File: config.mk
export PLATFORM = sky130hd
export DESIGN_NAME = stsc_ctrl
export DESIGN_NICKNAME = d
export VERILOG_FILES = /design/src/stsc_pkg.sv /design/src/stsc_ctrl.sv
export SDC_FILE = /design/constraint.sdc
export NUM_CORES = 1
export LEC_CHECK = 0
export ABC_AREA = 1
export BUFFER_PORTS_ARGS = -buffer_cell sky130_fd_sc_hd__buf_2
export CAP_MARGIN = 20
export CORE_UTILIZATION = 30
export DETAILED_ROUTE_END_ITERATION = 16
export PLACE_DENSITY = 0.48
export SYNTH_ARGS = -nofsm -noshare
export SYNTH_HDL_FRONTEND = slang
export SYNTH_SLANG_ARGS = --single-unit
File: constraint.sdc
create_clock -name i_clk -period 1.26 [get_ports i_clk]
set_input_delay 0.252 -clock i_clk [delete_from_list [all_inputs] [get_ports i_clk]]
set_output_delay 0.252 -clock i_clk [all_outputs]
set_load 0.02 [all_outputs]
File: src/stsc_pkg.sv
// ----------------------------------------------------------------------------
// stsc_pkg
// shared widths, register indexes, reset values and interface types of the
// super-twisting steering controller
// ----------------------------------------------------------------------------
package stsc_pkg;

    localparam int PIXEL_W   = 12;
    localparam int ANGLE_W   = 24;
    localparam int SIGN_W    = 2;
    localparam int CFG_ADDR_W = 3;
    localparam int CFG_DATA_W = 24;

    localparam int SCALE_W   = 24;
    localparam int GAIN_W    = 20;
    localparam int PERIOD_W  = 16;

    localparam int STATE_W   = 32;
    localparam int MAG_W     = 50;
    localparam int ROOT_W    = MAG_W / 2;
    localparam int ROOT_STEPS = ROOT_W;
    localparam int ROOT_CNT_W = $clog2(ROOT_STEPS);

    localparam logic [CFG_ADDR_W-1:0] REG_PIXEL_SCALE     = 3'd0;
    localparam logic [CFG_ADDR_W-1:0] REG_SURFACE_GAIN    = 3'd1;
    localparam logic [CFG_ADDR_W-1:0] REG_INVERSE_PERIOD  = 3'd2;
    localparam logic [CFG_ADDR_W-1:0] REG_INTEGRATOR_STEP = 3'd3;
    localparam logic [CFG_ADDR_W-1:0] REG_ROOT_GAIN       = 3'd4;
    localparam logic [CFG_ADDR_W-1:0] REG_DEGREE_SCALE    = 3'd5;

    localparam logic [SCALE_W-1:0]  RST_PIXEL_SCALE     = 24'd3670;
    localparam logic [GAIN_W-1:0]   RST_SURFACE_GAIN    = 20'd52429;
    localparam logic [PERIOD_W-1:0] RST_INVERSE_PERIOD  = 16'd100;
    localparam logic [GAIN_W-1:0]   RST_INTEGRATOR_STEP = 20'd2097;
    localparam logic [GAIN_W-1:0]   RST_ROOT_GAIN       = 20'd22938;
    localparam logic [SCALE_W-1:0]  RST_DEGREE_SCALE    = 24'd3754924;

    localparam logic [SIGN_W-1:0] SGN_ZERO = 2'b00;
    localparam logic [SIGN_W-1:0] SGN_POS  = 2'b01;
    localparam logic [SIGN_W-1:0] SGN_NEG  = 2'b11;

    typedef struct packed {
        logic [SCALE_W-1:0]  pixel_scale;
        logic [GAIN_W-1:0]   surface_gain;
        logic [PERIOD_W-1:0] inverse_period;
        logic [GAIN_W-1:0]   integrator_step;
        logic [GAIN_W-1:0]   root_gain;
        logic [SCALE_W-1:0]  degree_scale;
    } t_cfg;

    typedef struct packed {
        logic load;
        logic scale;
        logic c1_mul;
        logic diff_mul;
        logic sigma;
        logic integ;
        logic root_step;
        logic gain_mul;
        logic u_form;
        logic deg_hi;
        logic deg_lo;
        logic emit;
    } t_cmd;

    typedef struct packed {
        logic out_busy;
    } t_sts;

endpackage

File: src/stsc_ctrl.sv
// ----------------------------------------------------------------------------
// stsc_ctrl
// sequencer: steps the datapath through scaling, surface, integrator,
// square root and degree conversion for one item
// ----------------------------------------------------------------------------
module stsc_ctrl (
    input  logic            i_clk,
    input  logic            i_rst_n,
    input  logic            i_in_valid,
    output logic            o_in_ready,
    input  stsc_pkg::t_sts  i_sts,
    output stsc_pkg::t_cmd  o_cmd
);
    import stsc_pkg::*;

    localparam logic [3:0] ST_IDLE  = 4'd0;
    localparam logic [3:0] ST_SCALE = 4'd1;
    localparam logic [3:0] ST_C1    = 4'd2;
    localparam logic [3:0] ST_DIFF  = 4'd3;
    localparam logic [3:0] ST_SIG   = 4'd4;
    localparam logic [3:0] ST_INT   = 4'd5;
    localparam logic [3:0] ST_ROOT  = 4'd6;
    localparam logic [3:0] ST_RG    = 4'd7;
    localparam logic [3:0] ST_U     = 4'd8;
    localparam logic [3:0] ST_DHI   = 4'd9;
    localparam logic [3:0] ST_DLO   = 4'd10;
    localparam logic [3:0] ST_OUT   = 4'd11;

    localparam logic [ROOT_CNT_W-1:0] ROOT_LAST = ROOT_CNT_W'(ROOT_STEPS - 1);

    logic [3:0]            r_state, n_state;
    logic [ROOT_CNT_W-1:0] r_cnt, n_cnt;

    always_comb begin
        n_state = r_state;
        n_cnt   = r_cnt;
        o_cmd   = '0;
        unique case (r_state)
            ST_IDLE: begin
                if (i_in_valid) begin
                    o_cmd.load = 1'b1;
                    n_state    = ST_SCALE;
                end
            end
            ST_SCALE: begin
                o_cmd.scale = 1'b1;
                n_state     = ST_C1;
            end
            ST_C1: begin
                o_cmd.c1_mul = 1'b1;
                n_state      = ST_DIFF;
            end
            ST_DIFF: begin
                o_cmd.diff_mul = 1'b1;
                n_state        = ST_SIG;
            end
            ST_SIG: begin
                o_cmd.sigma = 1'b1;
                n_state     = ST_INT;
            end
            ST_INT: begin
                o_cmd.integ = 1'b1;
                n_cnt       = '0;
                n_state     = ST_ROOT;
            end
            ST_ROOT: begin
                o_cmd.root_step = 1'b1;
                n_cnt           = r_cnt + 1'b1;
                if (r_cnt == ROOT_LAST) begin
                    n_state = ST_RG;
                end
            end
            ST_RG: begin
                o_cmd.gain_mul = 1'b1;
                n_state        = ST_U;
            end
            ST_U: begin
                o_cmd.u_form = 1'b1;
                n_state      = ST_DHI;
            end
            ST_DHI: begin
                o_cmd.deg_hi = 1'b1;
                n_state      = ST_DLO;
            end
            ST_DLO: begin
                o_cmd.deg_lo = 1'b1;
                n_state      = ST_OUT;
            end
            ST_OUT: begin
                if (!i_sts.out_busy) begin
                    o_cmd.emit = 1'b1;
                    n_state    = ST_IDLE;
                end
            end
            default: begin
                n_state = ST_IDLE;
            end
        endcase
    end

    always_ff @(posedge i_clk) begin
        if (!i_rst_n) begin
            r_state <= ST_IDLE;
            r_cnt   <= '0;
        end else begin
            r_state <= n_state;
            r_cnt   <= n_cnt;
        end
    end

    assign o_in_ready = (r_state == ST_IDLE);

endmodule

==> summary.md <==
| Metric | Value |
|---|---|
| Worst Setup Slack, final | -0.1147 ns |
| Router iterations before antenna repair | 4 |
| Cell Pwr Density | 1100 mW/mm^2 |
| Root buffer cell | clkbuf_4 |
| CP delay by family, top | flip-flops |
| Cell variety after synth | 17 |
| CP startpoint kind | flop |
| Worst min-delay path class | input pin to flop |
| Placed insts | 135 |
| Arrival @ worst endpoint | around 1.1 ns |
| Register area share after synthesis | between 30% and 40% |
| First-pass GRT wire length | roughly 2.3 mm |
| GRT Total Usage | between 15 and 20% |
| Mapped Cells | just over 90 |
| Clk sinks | 9 |
| Reg2reg start | r_state[3] |
| RSZ-0062 raised after global routing | yes |
| Fin crit share | 109.1% |
| Crit-path max FO | 6 |
| Req. time, crit path | 1.01 ns |
| Hold Crit Depth | 3 |
| Commonest non-fill, non-tap cell in the layout | buf_4 |
| Leak pwr | between 0.4 and 0.5 nW |
| Outcome | finished with violations |
| Row Count | 15 |
| Full die area | roughly 0.0021 mm^2 |
| Layout cells sized above 1 | 51.22% |
| Vias in the first global route | 557 |
| Layout Skew | about 0.0041 ns |
| Hold Fails Final Rpt | 0 |
| CP max-delay cell | dfxtp_4 |
| Largest net degree at the start of global routing | 8 |
| Reg2Reg Capture Point | r_cnt[3] |
| Area of the core | ~0.0018 mm^2 |
| Max-capacitance violation count | 0 |
| Initial core utilization | 32.70% |
| Slew Limit Fails | 0 |
| CP endpoint kind | primary output |
| Routed Antenna Nets | 0 |
| Syn Area/Cell | ~6.4 um^2 |
| Most frequent cells in the layout | buf_4 (18), nand2_1 (16), inv_1 (10), nor2_1 (10) |
| Cts bufs inserted | 3 |
| FF-to-FF setup slack | roughly 0.03 ns |
| YS warnings | 0 |
| TNS Setup | -1.044 ns |
| Reg2Reg Depth | 7 |
| DRC Markers | 0 |
| H-tree depth | 1 |
| Die X | 46.09 um |
| DR WL/cell | about 11 um |
| Diode count | 0 |
| Fin nets | 130 |
| WS Path Type | flop to primary output |
| Clock transition at the registers of the reported paths | ~0.060 ns |
| Hold EP | r_cnt[0] |
| Initial DRC Count | 12 |
| Delay of the slowest cell on the worst path | ~0.37 ns |
| Failing checks | setup timing |
| Post-route minimum period | 1.375 ns |
| Vias | 672 |
| Gpl congestion | 0.8060 |
| Worst vdd ir | just under 0.6 mV |
| Port buffer count | 16 |
| Synth-to-Final Area Change | 70.17% |
| Fin cells | 148 |
| CTS tree | done |
| DRT Wirelength | approximately 1.7 mm |
| Grt ovf | 0 |
| Worst path bufs/invs | 2 |
| Final setup vio count | 13 |
| #FFs+latches synth | 9 |
| Post-Syn Nets | 97 |
| CTS Buffer Depth | 2 |
| FMAX | a little over 700 MHz |
| Initial antenna violation count | 0 |
| Post-Syn Area | around 580 um^2 |
| Slew headroom | a little over four fifths |
| Measured slew at the worst slew-check pin | about 0.24 ns |
| Via/cell ratio | ~4.5 |
| Hpwl dp | 1.062 mm |
| Skew-Pair Late Insertion Delay | 0.26 ns |
| # hold bufs at CTS | 0 |
| Worst-path cell chain | inv_4 > nand2_4 > nor3_2 > buf_4 |
| Ports | 17 |
| Hold Crit Start | i_rst_n |
| Die height | about 46 um |
worst max path at each step:
stage	from	endpoint	slack, ns	cells after the start
5_1_grt	r_state[3]	o_cmd[0]	-0.18	5
3_3_place_gp	r_state[3]	o_cmd[0]	0.03	5
4_1_cts	r_state[3]	o_cmd[11]	-0.10	4
6_report	r_state[0]	o_cmd[11]	-0.11	4
2_1_floorplan	r_state[3]	o_cmd[1]	0.08	4
3_5_place_dp	r_state[3]	o_cmd[0]	0.01	5
logic make-up after synthesis:
group	synth area share (%)
flip-flops	30.90
AO/OA/AOI/OAI	8.154
adder cells (fa/ha/maj)	4.291
AND/OR/NAND/NOR	46.35
buffers and inverters	10.30
where the power goes:
group / switching (W) / internal, W / total [W]
clock: 0.0000969 / 0.000122 / 0.000219
sequential: 0.0000487 / 0.000312 / 0.000360
combinational: 0.000286 / 0.000227 / 0.000513
total: 0.000432 / 0.000660 / 0.00109
cell type report:
| type | count | area [um^2] |
|---|---|---|
| repair buffers | 28 | 229.0 |
| inverters | 16 | 70.07 |
| flip-flops and latches | 9 | 197.7 |
| multi-input cells | 66 | 437.9 |
| fillers | 175 | 790.8 |
| well taps | 25 | 31.28 |
| clock buffers | 4 | 26.28 |
flip-flops by register name, summed over array words and instances, names as in the netlist:
signal and flops:
r_cnt 5, r_state 4
synthesized netlist by cell type (all sizes together):
| library cell | number | area, um^2 |
|---|---|---|
| ha | 2 | 25.02 |
| nand2 | 22 | 97.59 |
| nand4 | 5 | 37.53 |
| or2 | 1 | 6.260 |
| o21bai | 1 | 7.510 |
| nor2 | 18 | 83.83 |
| dfxtp | 9 | 180.2 |
| a21oi | 7 | 35.03 |
| inv | 16 | 60.05 |
| o21ai | 1 | 5.000 |
| nor3 | 2 | 10.01 |
| nand3 | 7 | 35.03 |
metrics by stage:
stage	setup WS [ns]	instance area, um^2	total power (W)	utilization (%)	hold WS [ns]
3_5_place_dp	0.01469	726.9	0.0006518	40.77	0.4912
2_1_floorplan	0.07921	593.1	0.0005586	-	0.3877
6_report	-0.1147	992.2	0.001092	55.65	0.2617
4_1_cts	-0.1011	862.1	0.0009372	48.35	0.2598
3_3_place_gp	0.02886	726.9	0.0006544	40.77	0.4899
5_1_grt	-0.1768	992.2	0.001152	55.65	0.2749
per-layer routing:
layer  vias to the layer above  routed length [um]  GRT usage (%)
met1                       302                 734          21.48
met3                         0                  85          7.059
met2                        15                 840          23.10
met5                         -                   0              0
li1                        355                   -              -
met4                         0                   0          1.765
worst register-to-register path, delay by kind of cell, from the launching register on:
family / cells / cell delay, ns
AO/OA/AOI/OAI: 1 / 0.13
flip-flops: 1 / 0.37
AND/OR/NAND/NOR: 3 / 0.31
buffers and inverters: 3 / 0.36
repair_timing:
item | CTS | global route
endpoints found under the setup margin | 13 | 16
pin swaps | 3 | 5
buffers inserted | 3 | 7
resized for setup | 34 | 26
Power figures use the tool's default switching activity.
