--- src/stsc_pkg.sv ---
// ----------------------------------------------------------------------------
// stsc_pkg
// shared widths, register indexes, reset values and interface types of the
// super-twisting steering controller
// ----------------------------------------------------------------------------
package stsc_pkg;

    localparam int PIXEL_W   = 12;
    localparam int ANGLE_W   = 24;
    localparam int SIGN_W    = 2;
    localparam int CFG_ADDR_W = 3;
    localparam int CFG_DATA_W = 24;

    localparam int SCALE_W   = 24;
    localparam int GAIN_W    = 20;
    localparam int PERIOD_W  = 16;

    localparam int STATE_W   = 32;
    localparam int MAG_W     = 50;
    localparam int ROOT_W    = MAG_W / 2;
    localparam int ROOT_STEPS = ROOT_W;
    localparam int ROOT_CNT_W = $clog2(ROOT_STEPS);

    localparam logic [CFG_ADDR_W-1:0] REG_PIXEL_SCALE     = 3'd0;
    localparam logic [CFG_ADDR_W-1:0] REG_SURFACE_GAIN    = 3'd1;
    localparam logic [CFG_ADDR_W-1:0] REG_INVERSE_PERIOD  = 3'd2;
    localparam logic [CFG_ADDR_W-1:0] REG_INTEGRATOR_STEP = 3'd3;
    localparam logic [CFG_ADDR_W-1:0] REG_ROOT_GAIN       = 3'd4;
    localparam logic [CFG_ADDR_W-1:0] REG_DEGREE_SCALE    = 3'd5;

    localparam logic [SCALE_W-1:0]  RST_PIXEL_SCALE     = 24'd3670;
    localparam logic [GAIN_W-1:0]   RST_SURFACE_GAIN    = 20'd52429;
    localparam logic [PERIOD_W-1:0] RST_INVERSE_PERIOD  = 16'd100;
    localparam logic [GAIN_W-1:0]   RST_INTEGRATOR_STEP = 20'd2097;
    localparam logic [GAIN_W-1:0]   RST_ROOT_GAIN       = 20'd22938;
    localparam logic [SCALE_W-1:0]  RST_DEGREE_SCALE    = 24'd3754924;

    localparam logic [SIGN_W-1:0] SGN_ZERO = 2'b00;
    localparam logic [SIGN_W-1:0] SGN_POS  = 2'b01;
    localparam logic [SIGN_W-1:0] SGN_NEG  = 2'b11;

    typedef struct packed {
        logic [SCALE_W-1:0]  pixel_scale;
        logic [GAIN_W-1:0]   surface_gain;
        logic [PERIOD_W-1:0] inverse_period;
        logic [GAIN_W-1:0]   integrator_step;
        logic [GAIN_W-1:0]   root_gain;
        logic [SCALE_W-1:0]  degree_scale;
    } t_cfg;

    typedef struct packed {
        logic load;
        logic scale;
        logic c1_mul;
        logic diff_mul;
        logic sigma;
        logic integ;
        logic root_step;
        logic gain_mul;
        logic u_form;
        logic deg_hi;
        logic deg_lo;
        logic emit;
    } t_cmd;

    typedef struct packed {
        logic out_busy;
    } t_sts;

endpackage

--- src/stsc_cfg.sv ---
// ----------------------------------------------------------------------------
// stsc_cfg
// configuration register file, written through a plain write port
// ----------------------------------------------------------------------------
module stsc_cfg (
    input  logic                                i_clk,
    input  logic                                i_rst_n,
    input  logic                                i_cfg_we,
    input  logic [stsc_pkg::CFG_ADDR_W-1:0]     i_cfg_addr,
    input  logic [stsc_pkg::CFG_DATA_W-1:0]     i_cfg_wdata,
    output stsc_pkg::t_cfg                      o_cfg
);
    import stsc_pkg::*;

    t_cfg r_cfg;

    always_ff @(posedge i_clk) begin
        if (!i_rst_n) begin
            r_cfg.pixel_scale     <= RST_PIXEL_SCALE;
            r_cfg.surface_gain    <= RST_SURFACE_GAIN;
            r_cfg.inverse_period  <= RST_INVERSE_PERIOD;
            r_cfg.integrator_step <= RST_INTEGRATOR_STEP;
            r_cfg.root_gain       <= RST_ROOT_GAIN;
            r_cfg.degree_scale    <= RST_DEGREE_SCALE;
        end else if (i_cfg_we) begin
            unique case (i_cfg_addr)
                REG_PIXEL_SCALE:     r_cfg.pixel_scale     <= i_cfg_wdata[SCALE_W-1:0];
                REG_SURFACE_GAIN:    r_cfg.surface_gain    <= i_cfg_wdata[GAIN_W-1:0];
                REG_INVERSE_PERIOD:  r_cfg.inverse_period  <= i_cfg_wdata[PERIOD_W-1:0];
                REG_INTEGRATOR_STEP: r_cfg.integrator_step <= i_cfg_wdata[GAIN_W-1:0];
                REG_ROOT_GAIN:       r_cfg.root_gain       <= i_cfg_wdata[GAIN_W-1:0];
                REG_DEGREE_SCALE:    r_cfg.degree_scale    <= i_cfg_wdata[SCALE_W-1:0];
                default: begin
                end
            endcase
        end
    end

    assign o_cfg = r_cfg;

endmodule

--- config.mk ---
export PLATFORM = sky130hd
export DESIGN_NAME = stsc_cfg
export DESIGN_NICKNAME = d
export VERILOG_FILES = /design/src/stsc_pkg.sv /design/src/stsc_cfg.sv
export SDC_FILE = /design/constraint.sdc
export NUM_CORES = 1
export LEC_CHECK = 0
export BUFFER_PORTS_ARGS = -buffer_cell sky130_fd_sc_hd__buf_2
export CELL_PAD_IN_SITES_DETAIL_PLACEMENT = 0
export CELL_PAD_IN_SITES_GLOBAL_PLACEMENT = 2
export CORE_ASPECT_RATIO = 2
export CORE_MARGIN = 10
export CORE_UTILIZATION = 28
export CTS_CLUSTER_DIAMETER = 50
export CTS_CLUSTER_SIZE = 28
export DETAILED_ROUTE_END_ITERATION = 8
export GPL_TIMING_DRIVEN = 0
export PLACE_DENSITY_LB_ADDON = 0.08
export RECOVER_POWER = 50
export SLEW_MARGIN = 30
export SYNTH_ARGS = -nofsm -noshare
export SYNTH_HDL_FRONTEND = slang
export SYNTH_SLANG_ARGS = --single-unit
--- constraint.sdc ---
create_clock -name i_clk -period 1.14 [get_ports i_clk]
set_input_delay 0.114 -clock i_clk [delete_from_list [all_inputs] [get_ports i_clk]]
set_output_delay 0.114 -clock i_clk [all_outputs]
set_load 0.01 [all_outputs]
==> results of run 1 <==
## metal layers
layer  up-vias  wire [um]  GRT usage (%)
met4         0        233           5.69
li1       1889          -              -
met3        18        896           3.98
met5         -          0              0
met1      1811       7020           16.1
met2       118       9530           28.4
## worst max-delay path by stage
| stage | startpoint | endpoint | slack, ns |
|---|---|---|---|
| finish | o_cfg[30]$_SDFFE_PN0P_ | o_cfg[30] | 0.09 |
| global route | i_cfg_addr[2] | o_cfg[37]$_SDFFE_PN0P_ | 0.04 |
| CTS | o_cfg[30]$_SDFFE_PN0P_ | o_cfg[30] | 0.07 |
| detailed placement | i_rst_n | o_cfg[111]$_SDFFE_PN1P_ | -0.19 |
| global placement | i_rst_n | o_cfg[111]$_SDFFE_PN1P_ | -0.15 |
| floorplan | i_cfg_addr[1] | o_cfg[117]$_SDFFE_PN0P_ | 0.06 |
## stage by stage
step | power [mW] | worst slack, ns | std cells | setup TNS (ns)
2_1_floorplan | 4.98 | 0.0594 | 461 | 0
3_3_place_gp | 5.33 | -0.154 | 820 | -5.58
3_5_place_dp | 5.33 | -0.188 | 820 | -7.21
4_1_cts | 10.8 | 0.0675 | 864 | 0
5_1_grt | 11.0 | 0.0372 | 864 | 0
6_report | 10.6 | 0.0921 | 864 | 0
## cells in the mapped netlist
cell type  instances
and4b_2            1
and4bb_1           1
and4bb_2           2
buf_12             3
buf_2             11
buf_4              3
buf_6              4
clkbuf_1          12
clkbuf_2           3
dfxtp_1          124
mux2i_1          124
nand2_1          105
nand4b_1           2
nand4bb_1          3
nor2b_1           62
nor4b_2            1
## layout make-up
type	instances	area (um2)
flip-flops and latches	124	2480
plain buffers	36	223
repair buffers	164	887
clock buffers	22	484
multi-input cells	301	2140
fillers	1788	10600
clock inverters	7	90.1
well taps	210	263
## power by group through the flow
stage          Combinational [mW]  Clock (mW)  Sequential, mW
2_1_floorplan               0.364           0            4.62
3_3_place_gp                0.752           0            4.58
3_5_place_dp                0.756           0            4.58
4_1_cts                     0.800        5.48            4.48
5_1_grt                     0.842        5.65            4.50
6_report                    0.770        5.35            4.48
## logic make-up after synthesis
| group | count (synthesis) | synth area share, % |
|---|---|---|
| flip-flops | 124 | 51.0 |
| buffers and inverters | 36 | 4.99 |
| multiplexers | 124 | 25.5 |
| AND/OR/NAND/NOR | 177 | 18.4 |
## timing repair
item / 4_1_cts / 5_1_grt
resized for setup: 0 / 0
hold buffers: 15 / 0
endpoints found under the hold margin: 22 / 0
buffers inserted: 0 / 0
==> impl_metrics.yaml, run 1 <==
layout:
  layout_common_cells: "145 x buf_2, 124 x mux2i_1, 124 x dfxtp_1, 105 x nand2_1, 62 x nor2b_1"
  final_common_cell: "buf_2"
  post-route-util_pct: 38.2
  drive_gt1_share_pct: 30.0
  largest_reg_flops: 124
  syn_to_final_growth_pct: 35.0
  fin_area_um2: 6570
  num_antenna_cells: 0
  fin_nets: 674
power:
  seqPwrFrac_pct: 42.3
  p_clk_share_pct: 50.4
  intPower_mw: 8.14
  leakage_nw: 3.14
  comb_power_share_pct: 7.3
  p_sw_mw: 2.46
  peakVddDrop_mv: 1.02
  p_sw_share_pct: 23.2
  p_per_area_nw_per_um2: 1610
worst_hold_path:
  min_from: "i_cfg_wdata[5]"
  hold_depth: 3
  min_delay_worst_endpoint: "o_cfg[5]$_SDFFE_PN1P_"
  worstHoldPathType: "in2reg"
timing:
  tightest_slew_ns: 0.703
  relSlewSlack_pct: 53.1
  post-route-period-util_pct: 91.9
  rsz0062_at_grt: "no"
  drv_slew: 0
  setup_viol: 0
  fmax_mhz: 954
  hold_violations: 0
  period_minus_slack_ns: 1.05
  skew_ns: 0
  hold_slack_ns: 0.0174
synthesis:
  syn_area_um2: 4860
  synth_seq_area_share_pct: 51.0
  ys_seq_elements: 124
  synth_top_area_share_pct: 51.0
  yosysTopAreaCell: "dfxtp_1"
  ys_types: 16
  syn-instance-count: 461
  ys_top_cells_by_area: "dfxtp_1 51%, mux2i_1 26%, nand2_1 8.1%"
  avgSynthCellArea_um2: 10.5
  syn-num-nets: 491
  yosys_warnings: 0
global_route:
  gr-total-overflow: 0
  grt_pass1_wl_um: 26800
  grt_max_degree: 17
  grt_usage_pct: 15.4
  grt_antenna_before_repair: 0
  first_global_vias: 4286
setup_path:
  critical_path_class: "reg2out"
  crit_slowest_cell: "dfxtp_1"
  cp.required_ns: 1.03
  crit-reg2reg-launch: "o_cfg[36]$_SDFFE_PN1P_"
  cp-start-kind: "flip-flop"
  r2r_end: "o_cfg[36]$_SDFFE_PN1P_"
  r2r_slack_ns: 0.48
  cp_top_family: "flip-flops"
  cp.arrival_ns: 0.93
  critPathMaxStageDelay_ns: 0.37
  end_kind: "output port"
  crit_chain: "buf_2"
  cp.depth: 1
  rr_worst_depth: 2
  crit_buf_inv: 1
  critPathMaxFanout: 2
clocking:
  cts_tree: "built"
  cts_buffer_depth: 2
  cts_made_buffers: 17
  worstSkewPairLatency_ns: 0.41
  clock-sinks: 124
  cts_max_level: 4
  clockRootBuffer: "clkbuf_16"
  clk_pin_slew_worst_paths_ns: 0.05
status:
  status: "complete, no violations"
floorplan:
  initial_core_util_pct: 28.3
  die_height_um: 206
  dieArea_um2: 23400
  ios: 154
  die_w_um: 113
  core-area_um2: 17200
  rows: 68
placed_design:
  gp_congestion: 0.760
  place_area_um2: 5870
  port_buffers: 149
  dp_hpwl_um: 13200
route:
  routed_wl_um: 17700
  drt-pass1-iter-count: 4
  drt_iter0_markers: 103
  routed_wire_length_per_instance_um: 20.5
  vias: 3836
  drc: 0
  vias_per_cell: 4.44
  ant_nets: 0
run:
  drv_cap: 0
(Power assumes the default switching activity.)
==> run 2, diff against run 1 <==
--- a/config.mk
+++ b/config.mk
@@ -15,6 +15,8 @@
 export CTS_CLUSTER_SIZE = 28
 export DETAILED_ROUTE_END_ITERATION = 8
 export GPL_TIMING_DRIVEN = 0
+export HOLD_SLACK_MARGIN = 0.06
+export MAX_ROUTING_LAYER = met4
 export PLACE_DENSITY_LB_ADDON = 0.08
 export RECOVER_POWER = 50
 export SLEW_MARGIN = 30
==> run 2 against run 1 <==
Clock power is essentially flat. Critical path depth is the same. Global-route usage grew 0.45 points. Clock skew is the same. Sequential share of layout area shrank 0.25 points. Cell area grew 0.67%. Die area is the same. Final cell count grew 0.69%. Utilization grew 0.25 points.
==> impl_metrics.yaml, run 2 (synthesis results as in run 1) <==
setup_path:
  cp_top_family: "flip-flops"
  r2r_slack_ns: 0.48
  cp.depth: 1
  crit_chain: "buf_2"
  crit_start: "o_cfg[89]$_SDFFE_PN0P_"
  crit_path_end: "o_cfg[89]"
  crit-reg2reg-launch: "o_cfg[36]$_SDFFE_PN1P_"
  critPathMaxStageDelay_ns: 0.37
  crit_buf_inv: 1
  end_kind: "output port"
  cp-start-kind: "flip-flop"
  rr_worst_depth: 2
  r2r_end: "o_cfg[36]$_SDFFE_PN1P_"
  cp.arrival_ns: 0.93
  crit_slowest_cell: "dfxtp_1"
  critical_path_class: "reg2out"
  critPathMaxFanout: 2
  cp.required_ns: 1.03
route:
  vias_per_cell: 4.43
  vias: 3855
  routed_wire_length_per_instance_um: 20.3
  drc: 0
  drt-pass1-iter-count: 4
  ant_nets: 0
  drt_iter0_markers: 105
  routed_wl_um: 17700
global_route:
  first_global_vias: 4326
  grt_usage_pct: 15.8
  grt_max_degree: 17
  gr-total-overflow: 0
  grt_antenna_before_repair: 0
  grt_pass1_wl_um: 26800
placed_design:
  port_buffers: 149
  place_area_um2: 5870
  dp_cells: 820
  gp_congestion: 0.769
  dp_hpwl_um: 13200
power:
  p_total_mw: 10.6
  peakVddDrop_mv: 1.02
  p_per_area_nw_per_um2: 1600
  leakage_nw: 3.16
layout:
  fin_area_um2: 6610
  post-route-util_pct: 38.5
  final_common_cell: "buf_2"
  syn_to_final_growth_pct: 35.9
  num_antenna_cells: 0
  regArea_um2: 2480
  layout_common_cells: "144 x buf_2, 124 x mux2i_1, 124 x dfxtp_1, 105 x nand2_1, 62 x nor2b_1"
  fin_nets: 680
  fin_cells: 870
  multi_input_area_um2: 2130
  drive_gt1_share_pct: 29.4
  largest_reg_flops: 124
  fillers: 1786
timing:
  drv_slew: 0
  post-route-period-util_pct: 91.7
  period_minus_slack_ns: 1.05
  relSlewSlack_pct: 53.1
  hold_slack_ns: 0.0849
  tightest_slew_ns: 0.704
  skew_ns: 0
  rsz0062_at_grt: "no"
  setup_viol: 0
  fmax_mhz: 956
  hold_violations: 0
worst_hold_path:
  worstHoldPathType: "in2reg"
clocking:
  cts_made_buffers: 17
  cts_setup_buffers: 0
  cts_buffer_depth: 2
  clk_pin_slew_worst_paths_ns: 0.05
  cts_tree: "built"
  cts_max_level: 4
  ctsHoldBuffers: 21
  clockRootBuffer: "clkbuf_16"
  worstSkewPairLatency_ns: 0.41
  clock-sinks: 124
  cts_resized: 0
floorplan:
  dieArea_um2: 23400
  die_w_um: 113
  ios: 154
  rows: 68
  initial_core_util_pct: 28.3
  core-area_um2: 17200
  die_height_um: 206
run:
  drv_cap: 0
status:
  status: "complete, no violations"
run 2: per-layer routing:
metal | up-vias | part of all wire (%) | wire length [um] | GRT usage [%]
li1 | 1901 | - | - | -
met2 | 113 | 54 | 9570 | 28.5
met4 | 0 | 1.1 | 198 | 5.28
met3 | 12 | 4.1 | 721 | 3.75
met1 | 1829 | 41 | 7200 | 16.4
met5 | - | 0 | 0 | -
run 2: final cells by class:
cell class | instances | share of cell area, %
Sequential cell | 124 | 37.5
Multi-Input combinational cell | 301 | 32.2
Timing Repair Buffer | 170 | 14.3
Clock buffer | 22 | 7.32
Tap cell | 210 | 3.97
Buffer | 36 | 3.24
Clock inverter | 7 | 1.36
run 2: how the worst min path moves through the flow:
stage                                from                      end  slack, ns  cells after the start
after floorplan           i_cfg_wdata[20]  o_cfg[120]$_SDFFE_PN0P_       0.26                      2
after global placement    i_cfg_wdata[21]  o_cfg[121]$_SDFFE_PN0P_       0.38                      3
after detailed placement  i_cfg_wdata[21]  o_cfg[121]$_SDFFE_PN0P_       0.39                      3
after CTS                 i_cfg_wdata[18]   o_cfg[42]$_SDFFE_PN0P_       0.08                      3
after global routing      i_cfg_wdata[18]   o_cfg[18]$_SDFFE_PN0P_       0.10                      3
final                     i_cfg_wdata[18]   o_cfg[42]$_SDFFE_PN0P_       0.08                      3
run 2: power breakdown:
part	switching [mW]	internal, mW	total [mW]	leakage, nW
clock network	1.93	3.40	5.33	0.280
logic	0.461	0.320	0.782	1.87
registers	0.0514	4.43	4.49	1.01
total	2.44	8.15	10.6	3.16
run 2: through the flow:
stage          worst slack (ns)  TNS, ns
2_1_floorplan            0.0594        0
3_3_place_gp             -0.154    -5.58
3_5_place_dp             -0.188    -7.21
4_1_cts                  0.0675        0
5_1_grt                  0.0270        0
6_report                 0.0944        0
